File: src/hdl/hrclt_pkg.sv
// Shared types and constants for the heap region cell lookup table.
package hrclt_pkg;

	localparam logic [2:0] REQ_ADD    = 3'd0;
	localparam logic [2:0] REQ_REMOVE = 3'd1;
	localparam logic [2:0] REQ_LOOKUP = 3'd2;
	localparam logic [2:0] REQ_ALLOC  = 3'd3;
	localparam logic [2:0] REQ_FREE   = 3'd4;
	localparam logic [2:0] REQ_SETLV  = 3'd5;
	localparam logic [2:0] REQ_TOTALS = 3'd6;
	localparam logic [2:0] REQ_UNDEF  = 3'd7;

	localparam logic [1:0] ST_OK      = 2'd0;
	localparam logic [1:0] ST_NOMATCH = 2'd1;
	localparam logic [1:0] ST_FULL    = 2'd2;

	localparam logic [1:0] KIND_ARENA = 2'd0;
	localparam logic [1:0] KIND_LARGE = 2'd1;
	localparam logic [1:0] KIND_CODE  = 2'd2;
	localparam logic [1:0] KIND_UNDEF = 2'd3;

	localparam logic [3:0] FLAG_SWEEP   = 4'h1;
	localparam logic [3:0] FLAG_COMPACT = 4'h2;
	localparam logic [3:0] FLAG_EXEC    = 4'h4;
	localparam logic [3:0] FLAG_DECOMMIT = 4'h8;

	typedef struct packed {
		logic [2:0]  req_type;
		logic [47:0] addr;
		logic [31:0] region_size;
		logic [15:0] size_class;
		logic [31:0] zone;
		logic [1:0]  region_kind;
		logic [31:0] live_value;
	} req_t;

	typedef struct packed {
		logic [1:0]  status;
		logic [3:0]  entry_pos;
		logic        index_ok;
		logic [31:0] cell_idx;
		logic [3:0]  region_flags;
		logic [31:0] zone_out;
		logic [31:0] live_count;
		logic [31:0] cell_total;
		logic [4:0]  entry_count;
		logic [35:0] total_bytes;
		logic [51:0] live_bytes;
	} rsp_t;

	// controller -> datapath
	typedef struct packed {
		logic load;      // capture request, clear scan pointer
		logic scan_step; // compare entry at pointer, advance on a miss
		logic div_start;
		logic div_step;
		logic do_add;
		logic do_update;  // alloc/free/set live on match
		logic shift_step; // move next entry down one
		logic shift_done; // drop last entry
		logic acc_step;   // totals accumulation of current entry
		logic mul_step;   // fold registered product into live sum
		logic finish;     // emit result
	} cmd_t;

	// datapath -> controller
	typedef struct packed {
		logic scan_end;   // pointer reached used count
		logic hit;        // match at pointer
		logic div_done;
		logic full;
		logic shift_end;
		logic [2:0] req_type;
	} sts_t;

endpackage

File: src/hdl/hrclt_ctrl.sv
// Sequencer for the region table requests.
module hrclt_ctrl (
	input  logic clk,
	input  logic arst_n,
	input  logic start,
	output logic busy,
	output hrclt_pkg::cmd_t cmd,
	input  hrclt_pkg::sts_t sts
);
	import hrclt_pkg::*;

	localparam logic [3:0] S_IDLE  = 4'd0;
	localparam logic [3:0] S_DISP  = 4'd1;
	localparam logic [3:0] S_SCAN  = 4'd2;
	localparam logic [3:0] S_DIV   = 4'd3;
	localparam logic [3:0] S_ADD   = 4'd4;
	localparam logic [3:0] S_SHIFT = 4'd5;
	localparam logic [3:0] S_ACC   = 4'd6;
	localparam logic [3:0] S_MUL   = 4'd7;
	localparam logic [3:0] S_DONE  = 4'd8;
	localparam logic [3:0] S_DIVW  = 4'd9;

	logic [3:0] state_q, state_d;

	always_ff @(posedge clk or negedge arst_n) begin
		if (!arst_n) state_q <= S_IDLE;
		else state_q <= state_d;
	end

	assign busy = (state_q != S_IDLE);

	always_comb begin
		cmd = '0;
		state_d = state_q;
		case (state_q)
			S_IDLE: begin
				if (start) begin
					cmd.load = 1'b1;
					state_d = S_DISP;
				end
			end
			S_DISP: begin
				if (sts.req_type == REQ_ADD) begin
					if (sts.full) begin
						state_d = S_DONE;
					end else begin
						cmd.div_start = 1'b1;
						state_d = S_DIV;
					end
				end else if (sts.req_type == REQ_TOTALS) begin
					state_d = S_ACC;
				end else begin
					state_d = S_SCAN;
				end
			end
			S_SCAN: begin
				if (sts.scan_end) begin
					state_d = S_DONE;
				end else if (sts.hit) begin
					cmd.scan_step = 1'b1;
					if (sts.req_type == REQ_REMOVE) begin
						state_d = S_SHIFT;
					end else if (sts.req_type == REQ_LOOKUP) begin
						cmd.div_start = 1'b1;
						state_d = S_DIVW;
					end else begin
						cmd.do_update = 1'b1;
						state_d = S_DONE;
					end
				end else begin
					cmd.scan_step = 1'b1;
				end
			end
			S_DIV: begin
				if (sts.div_done) state_d = S_ADD;
				else cmd.div_step = 1'b1;
			end
			S_DIVW: begin
				if (sts.div_done) state_d = S_DONE;
				else cmd.div_step = 1'b1;
			end
			S_ADD: begin
				cmd.do_add = 1'b1;
				state_d = S_DONE;
			end
			S_SHIFT: begin
				if (sts.shift_end) begin
					cmd.shift_done = 1'b1;
					state_d = S_DONE;
				end else begin
					cmd.shift_step = 1'b1;
				end
			end
			S_ACC: begin
				if (sts.scan_end) begin
					state_d = S_MUL;
				end else begin
					cmd.acc_step = 1'b1;
				end
			end
			S_MUL: begin
				// fold last registered product
				cmd.mul_step = 1'b1;
				state_d = S_DONE;
			end
			S_DONE: begin
				cmd.finish = 1'b1;
				state_d = S_IDLE;
			end
			default: state_d = S_IDLE;
		endcase
	end
endmodule

File: config.mk
export PLATFORM = sky130hd
export DESIGN_NAME = hrclt_ctrl
export DESIGN_NICKNAME = d
export VERILOG_FILES = /design/src/hdl/hrclt_pkg.sv /design/src/hdl/hrclt_ctrl.sv
export SDC_FILE = /design/constraint.sdc
export NUM_CORES = 1
export LEC_CHECK = 0
export ABC_CLOCK_PERIOD_IN_PS = 1900
export BUFFER_PORTS_ARGS = -buffer_cell sky130_fd_sc_hd__clkbuf_2
export CELL_PAD_IN_SITES_DETAIL_PLACEMENT = 1
export CELL_PAD_IN_SITES_GLOBAL_PLACEMENT = 1
export CORE_ASPECT_RATIO = 0.8
export CORE_MARGIN = 1
export CORE_UTILIZATION = 32
export CTS_CLUSTER_DIAMETER = 150
export DETAILED_ROUTE_END_ITERATION = 10
export PLACE_DENSITY = 0.75
export RECOVER_POWER = 25
export SETUP_SLACK_MARGIN = 0.2
export SYNTH_ARGS = -nofsm -noshare
export SYNTH_HDL_FRONTEND = slang
export SYNTH_SLANG_ARGS = --single-unit
export TNS_END_PERCENT = 100
File: constraint.sdc
create_clock -name clk -period 1.9 [get_ports clk]
set_input_delay 0.095 -clock clk [delete_from_list [all_inputs] [get_ports clk]]
set_output_delay 0.095 -clock clk [all_outputs]
set_load 0.01 [all_outputs]
# Word-level counts from Yosys, hierarchy flattened
# Cells that the tools add are included.
# op_classes
add_sub_neg	0
multipliers	0
div	0
magnitude_cmp	0
n_eq_ne	18
shift	0
n_mux	38
bitwise_logic	0
n_reduce_logical	6
# op_table
op	n
two-way mux 4 bit	10
case mux 4 bit (8 select lines)	1
two-way mux 1 bit	23
equality test 4 x 3 -> 1 bit (second input constant)	4
!= test 2 bit (second input constant)	5
equality test 4 x 2 -> 1 bit (second input constant)	2
equality test 4 bit (second input constant)	2
AND reduction 6 bit	1
equality test 4 x 1 -> 1 bit (second input constant)	1
logical NOT 4 bit	1
two-way mux 2 bit	2
nonzero test 4 bit	1
OR reduction 2 bit	2
equality test 3 x 1 -> 1 bit (second input constant)	1
equality test 3 x 2 -> 1 bit (second input constant)	1
equality test 3 bit (second input constant)	1
logical NOT 3 bit	1
two-way mux 3 bit	1
!= test 3 bit (second input constant)	1
case mux 1 bit (2 select lines)	1
# totals
register_bits	4
latchBits	0
ram_bits	0
mem_bits_ro	0
output_inout_bits	12
word_cells	63
memories	0

# Logic depth before layout (Yosys ltp)
# Gate-level depths: netlist of run 1.
# logic_depth
depth_word	6
mapped_depth	5

# Worst setup path after synthesis of run 1
# Ideal clock, no wire load.
# synth_path
path_kind	flip-flop to output port
from	register state_q[0]
to	output cmd[8] in the netlist's numbering
arrival_time_ps	1562
t_required_ps	1805
slack_ps	243
path_stages_with_launch	6
path_cell_list	dfrtp_1 > buf_2 > or3b_1 > nor3_2 > a31oi_1 > nor3_1
# synth_lines
element	line	text
start: declaration	hrclt_ctrl.sv:23	logic [3:0] state_q, state_d;
start signal: assignment	hrclt_ctrl.sv:27	else state_q <= state_d;
end: declaration	hrclt_ctrl.sv:7	output hrclt_pkg::cmd_t cmd,

==> results of run 1 <==
-- cell usage in the layout, fill, tap and decap left out, drive strengths merged, types with 3 or more instances in the layout --
| master | instances |
|---|---|
| buf | 8 |
| clkbuf | 23 |
| dfrtp | 4 |
| nand2b | 4 |
| nand4b | 3 |
| nor2 | 6 |
| nor2b | 4 |
| nor3 | 5 |
| nor4b | 4 |
-- timing repair --
item | CTS | global route
endpoints found under the hold margin | 4 | 0
setup buffers | 2 | 0
gates cloned | 0 | 0
endpoints found under the setup margin | 4 | 6
hold buffers | 1 | 0
pin swaps | 1 | 1
resized for setup | 5 | 4
-- kinds of logic (layout without fill, tap and decap cells) --
group / count (synthesis) / in the layout / share of synthesized area
flip-flops: 4 / 4 / 0.186
multiplexers: 1 / 1 / 0.0186
AO/OA/AOI/OAI: 12 / 12 / 0.202
XOR/XNOR: 3 / 3 / 0.0487
AND/OR/NAND/NOR: 38 / 38 / 0.478
buffers and inverters: 8 / 34 / 0.0673
-- through the flow --
stage	hold slack [ns]	utilization	cell area (µm²)	total power [W]	worst slack, ns
CTS	0.186	0.502	738	0.00107	0.130
floorplan	-0.201	-	539	0.000695	0.243
detailed placement	-0.0954	0.460	677	0.000908	0.190
finish	0.214	0.509	749	0.00110	0.159
global placement	-0.0982	0.460	677	0.000887	0.229
global route	0.232	0.509	749	0.00119	0.0925
-- area by class of cell --
class | instances | area, µm²
Sequential cell | 4 | 103
Timing Repair Buffer | 29 | 163
Tap cell | 21 | 26.3
Fill cell | 195 | 722
Multi-Input combinational cell | 54 | 428
Inverter | 2 | 7.51
Clock buffer | 3 | 22.5
-- worst paths after layout --
path,start,slack [ns],end
max,state_q[1],0.16,cmd[8]
min,arst_n,0.21,state_q[3]
max reg2reg,state_q[0],0.20,state_q[1]
min reg2reg,state_q[0],0.68,state_q[2]
max in group asynchronous,arst_n,1.48,state_q[0]
min in group clk,sts[2],0.30,state_q[0]
-- power groups by stage --
stage               sequential, W  combinational [W]  clock, W
detailed placement       0.000208           0.000700         0
global placement         0.000201           0.000686         0
CTS                      0.000213           0.000743  0.000114
floorplan                0.000159           0.000537         0
global route             0.000226           0.000850  0.000116
finish                   0.000219           0.000771  0.000111
-- synth_stat cells (all sizes together) (3+ instances only) --
master  instances  share of area
nor4b           4          0.065
buf             5          0.046
nor2b           4          0.046
nor3            5          0.056
nand4b          3          0.049
nor2            6          0.042
dfrtp           4           0.19
nand2b          4          0.046
-- per-layer routing --
metal  wire [µm]  vias up  GRT usage  share of wire
met5           0        -          0              0
met1         861      314      0.299           0.47
met4           5        0     0.0764         0.0027
met2         894       21      0.372           0.49
met3          67        2     0.0421          0.037
li1            -      307          -              -
==> metrics, run 1 <==
critical path type register to primary output; via/cell ratio 5.70; Ys Warns 0; switching power 0.000527 W; Tightest Pin Transition 0.602 ns; Post-Syn Instances 66; Clock Skew 0.00727 ns; layout cells sized above 1 0.435; Clock power frac 0.101; Comb power frac 0.701; CP max stage cell dfrtp_2; Final period util 0.917; drt first pass iters 4; CP required 1.80 ns; DP HPWL 1380 µm; Syn-to-layout area delta 39.0%; delay-heaviest family, CP simple AND/OR/NAND/NOR gates; clk buf depth 2; TNS Setup 0 ns; CTS tree built; largest net degree at the start of global routing 10; Routability Congestion 0.846; Die Area 0.00185 mm²; Min Clock Period, post-route 1.74 ns; Routed WL 1830 µm; Switching Share 0.479; Slew headroom 0.598; worst-path fanout max 9; maxcap violations 0; die span in x 47.9 µm; Flop pwr share 0.199; Max Clk Rate 0.574 GHz; GR Overflow Total 0; dpl cells 107; Post-synth ARST share 1.00; input/output buffers 22; initial antenna violation count 0; Cell Pwr Density 1470 mW/mm²; Starting Density 0.366; worst vdd ir 701 µV; first-pass GRT wire length 2810 µm; Post-Syn Area 539 µm²; Largest Register state_q; CP max stage delay 0.44 ns; n_diodes 0; cell depth of the worst setup path 6; Worst-path clk slew 0.04 ns; cells on worst reg2reg path 5; worst skew pair latency 0.24 ns; sequential element share of the synthesized area 0.186; drt drc 0; IO Pins 23; crit path cell chain buf_4, nand2b_4, nor4b_2, a31oi_1, nor3_1, buf_2; synthesis-stage register bit count 4; Post-Syn Nets 77; fin nets 105; post-synthesis area per instance 8.17 µm²; Buf+Inv Stages, Crit Path 2; TritonCTS Buffers 3; core area 0.00147 mm²; Die Span Y 38.7 µm; post-synth cell types 35; RSZ-0062 raised after global routing true; wire per inst 16.2 µm; vias in the first global route 582; antenna-violating nets left 0; row count 12; detailed-route via count 644; status completed; DRT iter0 DRCs 17; Max H-tree Level 1; Worst Hold Class primary input to async pin; final hold vios 0; number of flops mapped to enable cells by yosys 0; leak pwr 0.332 nW; number of flip-flops in the largest register 4; Top Registers state_q: 4 flops; top_reg_cell synth dfrtp_1; fin cells 113; arrival time worst endpoint 1.65 ns; clock root buffer clkbuf_4; Cell Int Power 0.000573 W; Max Transition Viols Final 0; clk sink count 4; Setup crit end kind primary output; All-Layer GR Usage 0.229; crit start category register; count of final setup violators 0
No activity file was read; power rests on OpenSTA's default activity.
==> run 2, diff against run 1 <==
- PLACE_DENSITY: 0.75 -> 0.77
==> run 2 against run 1 <==
Clock-buffer cell count stayed put. Final cell count is 1.8% higher. Combinational power is 11% higher. First-iteration DRC count is 29% lower. Cell area is 7.0% higher. Non-clock buffer count is 2 higher. Clock power is 7% lower.
==> metrics, run 2 (same netlist as run 1, synthesis figures left out) <==
status completed; commonest non-fill, non-tap cell in the layout clkbuf_2; Largest Register state_q; n_diodes 0; GR Overflow Total 0; Min Clock Period, post-route 1.73 ns; detailed-route via count 660; DRT iter0 DRCs 12; Comb power frac 0.727; Max H-tree Level 1; CTS tree built; TNS Setup 0 ns; Max Transition Viols Final 0; Switching Share 0.467; Cell Int Power 0.000630 W; Crit. Startpoint state_q[0]; Routed WL 1850 µm; Hold WS 0.247 ns; number of flip-flops in the largest register 4; arrival time worst endpoint 1.83 ns; TritonCTS Buffers 3; Top Registers state_q: 4 flops; All-Layer GR Usage 0.224; row count 12; Worst Hold Class primary input to async pin; Layout fillers 184; commonest cells after routing, fill and taps aside clkbuf_2 (19), buf_4 (6), nor2_1 (5); fin cells 115; clk buf depth 2; Syn-to-layout area delta 48.7%; clock root buffer clkbuf_4; antenna-violating nets left 0; drt first pass iters 4; Critical R2R Capture state_q[3]; worst vdd ir 791 µV; worst-path fanout max 3; layout cells sized above 1 0.500; final hold vios 0; vias in the first global route 609; Max Clk Rate 0.578 GHz; cells on worst reg2reg path 5; IO Pins 23; clk sink count 4; Starting Density 0.366; via/cell ratio 5.74; Worst-path clk slew 0.04 ns; largest net degree at the start of global routing 10; leak pwr 0.358 nW; critical path type register to register; wire per inst 16.1 µm; Setup crit end kind register; dpl cells 107; Clock Skew 0.00206 ns; RSZ-0062 raised after global routing true; pre-CTS setup slack 0.218 ns; Flop pwr share 0.185; Final Cell Area 802 µm²; r2r startpoint state_q[0]; Die Span Y 38.7 µm; CP required 2.00 ns; first-pass GRT wire length 2800 µm; fin nets 107; Clock power frac 0.087; Reg2Reg Setup Slack 0.17 ns; die span in x 47.9 µm; Tightest Pin Transition 0.480 ns; Cell Pwr Density 1470 mW/mm²; Routability Congestion 0.910; crit start category register; maxcap violations 0; Final period util 0.910; worst skew pair latency 0.23 ns; Slew headroom 0.675; input/output buffers 22; worst setup margin 0.171 ns; initial antenna violation count 0; switching power 0.000552 W; placed instance area 677 µm²; DP HPWL 1310 µm; count of final setup violators 0; core area 0.00147 mm²; Die Area 0.00185 mm²; drt drc 0
-- run 2: timing repair --
action	in CTS	in global routing
endpoints found under the hold margin	4	0
hold buffers	1	0
resized for setup	6	11
gates cloned	0	0
endpoints found under the setup margin	1	6
pin swaps	1	7
setup buffers	2	2
-- run 2: cell type report --
class                           count  area [µm²]  area share
Multi-Input combinational cell     54         455       0.568
Tap cell                           21        26.3      0.0328
Sequential cell                     4         104       0.129
Inverter                            2        7.51     0.00936
Timing Repair Buffer               31         186       0.232
Clock buffer                        3        22.5      0.0281
-- run 2: how the worst max path moves through the flow --
| stage | to | slack [ns] |
|---|---|---|
| final | state_q[3] | 0.17 |
| after global routing | cmd[8] | 0.06 |
| after CTS | cmd[8] | 0.12 |
| after detailed placement | state_q[3] | 0.22 |
| after global placement | state_q[3] | 0.24 |
| after floorplan | cmd[8] | 0.24 |
-- run 2: layer usage --
layer / part of all wire / track usage
met5: 0 / 0
met4: 0.027 / 0.0833
met3: 0.035 / 0.0561
met2: 0.46 / 0.348
met1: 0.47 / 0.294
-- run 2: power groups by stage --
stage	Clock (W)	Combinational [W]	Sequential, W
2_1_floorplan	0	0.000537	0.000159
5_1_grt	0.000118	0.000940	0.000229
4_1_cts	0.000107	0.000747	0.000213
6_report	0.000103	0.000859	0.000219
3_5_place_dp	0	0.000698	0.000206
3_3_place_gp	0	0.000682	0.000203
-- run 2: metrics by stage --
step / utilization / power (W)
after floorplan: - / 0.000695
after global placement: 0.460 / 0.000886
after detailed placement: 0.460 / 0.000904
after CTS: 0.506 / 0.00107
after global routing: 0.545 / 0.00129
final: 0.545 / 0.00118
-- run 2: worst max-delay path, cell delays in order, from the launching register on --
cell and delay (ns):
dfrtp_2 0.42, buf_6 0.12, or4_4 0.54, o32a_1 0.26, a41oi_2 0.15, o32ai_1 0.10
==> run 3, diff against run 2 <==
- ABC_CLOCK_PERIOD_IN_PS: 1900 -> 1670
- clock period: 1.9 -> 1.67 ns (I/O delays scaled with it)
==> run 3 against run 2 <==
The flow now finishes with violations (setup timing). Global-route usage is 4.3 points higher. Power is 41% higher. Clock skew is 0.0019 ns lower. Worst setup slack worse by 0.31 ns. Cell area is 16% higher. Final cell count is 7.8% higher. First-iteration DRC count is 42% higher.
==> metrics, run 3 (same netlist as run 1, synthesis figures left out) <==
Largest Register state_q; antenna-violating nets left 0; layout cells sized above 1 0.563; input/output buffers 22; commonest non-fill, non-tap cell in the layout clkbuf_2; Cell Pwr Density 1790 mW/mm²; count of final setup violators 7; CP max stage delay 0.39 ns; CTS tree built; Max H-tree Level 1; r2r startpoint state_q[0]; die span in x 47.9 µm; clk buf depth 2; Buf+Inv Stages, Crit Path 2; DRT iter0 DRCs 17; Max Transition Viols Final 0; core area 0.00147 mm²; via/cell ratio 5.81; Worst-path clk slew 0.04 ns; cells on worst reg2reg path 5; number of flip-flops in the largest register 4; status complete, but fails checks; worst skew pair latency 0.24 ns; Die Span Y 38.7 µm; drt drc 0; Slew headroom 0.645; Routed WL 2730 µm; RSZ-0062 raised after global routing true; leak pwr 0.409 nW; Max Clk Rate 0.553 GHz; worst vdd ir 1000 µV; Min Clock Period, post-route 1.81 ns; arrival time worst endpoint 1.72 ns; commonest cells after routing, fill and taps aside clkbuf_2 (14), buf_4 (11), buf_6 (9); crit path cell chain buf_6, or3b_4, nor3_4, a31oi_1, nor3_2, clkbuf_2; fin nets 116; crit start category register; initial antenna violation count 0; Crit. Startpoint state_q[0]; Setup crit end kind primary output; Reg2Reg Setup Slack -0.11 ns; worst setup margin -0.137 ns; CP required 1.59 ns; final hold vios 0; detailed-route via count 720; vias in the first global route 716; Final period util 1.08; Die Area 0.00185 mm²; Final Cell Area 930 µm²; placed instance area 718 µm²; clk sink count 4; Starting Density 0.366; Clock Skew 0.000129 ns; row count 12; DP HPWL 1410 µm; GR Overflow Total 0; All-Layer GR Usage 0.267; Critical R2R Capture state_q[3]; maxcap violations 0; Syn-to-layout area delta 72.4%; TritonCTS Buffers 3; Worst Hold Class primary input to async pin; largest net degree at the start of global routing 10; CP max stage cell dfrtp_1; drt first pass iters 4; clock root buffer clkbuf_4; pre-CTS setup slack 0.0360 ns; n_diodes 0; Routability Congestion 0.882; critical path type register to primary output; IO Pins 23; first-pass GRT wire length 3330 µm; failing checks setup timing; Top Registers state_q: 4 flops; delay-heaviest family, CP simple AND/OR/NAND/NOR gates; Tightest Pin Transition 0.526 ns; worst-path fanout max 3; wire per inst 22.0 µm
==> run 3: changes by cell type in the layout (fill, tap and decap cells not counted), moves of 2 or more <==
cell      before  now
clkbuf_2      19   14
and3_1         2    0
nor2b_1        4    2
buf_6          2    9
and3_4         0    2
nor2b_4        0    2
buf_4          6   11
==> run 3: area by class of cell <==
cell class | instances | area (µm²)
clock buffer | 3 | 22.5
fill | 175 | 542
multi-input combinational | 54 | 468
sequential | 4 | 103
tap | 21 | 26.3
inverter | 2 | 7.51
timing repair buffer | 40 | 303
==> run 3: power by group <==
| part | internal (W) | switching [W] | leakage (nW) |
|---|---|---|---|
| Combinational | 0.000661 | 0.000654 | 0.347 |
| Sequential | 0.000148 | 0.0000684 | 0.0486 |
| Clock | 0.0000811 | 0.0000502 | 0.0138 |
==> run 3: repair_timing <==
action                                  4_1_cts  5_1_grt
pin swaps                                     2        5
gates resized for setup                       8       23
hold buffers                                  1        0
setup buffers                                 7        2
hold endpoints to repair                      4        0
endpoints found under the setup margin       11       16
==> run 3: routing by layer <==
layer	track usage	vias to the layer above	wire, µm	share of wire
li1	-	329	-	-
met1	0.319	344	1170	0.43
met2	0.473	37	1270	0.46
met3	0.0514	10	205	0.075
met4	0.0833	0	85	0.031
met5	0	-	0	0
==> run 3: per-stage QoR <==
step,std cells,hold WS [ns],util,setup TNS [ns],total power (W)
floorplan,66,-0.212,-,0,0.000803
global placement,111,-0.110,0.488,0,0.00108
detailed placement,111,-0.104,0.488,0,0.00110
CTS,122,0.198,0.567,-0.165,0.00138
global route,124,0.227,0.632,-1.06,0.00176
finish,124,0.218,0.632,-0.623,0.00166
==> run 3: how the worst max path moves through the flow <==
stage / end / slack (ns) / cells after the start
2_1_floorplan: state_q[3] / 0.12 / 4
3_3_place_gp: state_q[3] / 0.07 / 4
3_5_place_dp: state_q[1] / 0.04 / 5
4_1_cts: cmd[8] / -0.07 / 6
5_1_grt: cmd[8] / -0.21 / 6
6_report: cmd[8] / -0.14 / 6
==> run 3: worst register-to-register path, cell delays in order (launching register included) <==
cell,delay [ns]
dfrtp_1,0.39
buf_4,0.16
or4_4,0.56
o32a_1,0.26
a41oi_2,0.18
o32ai_1,0.11
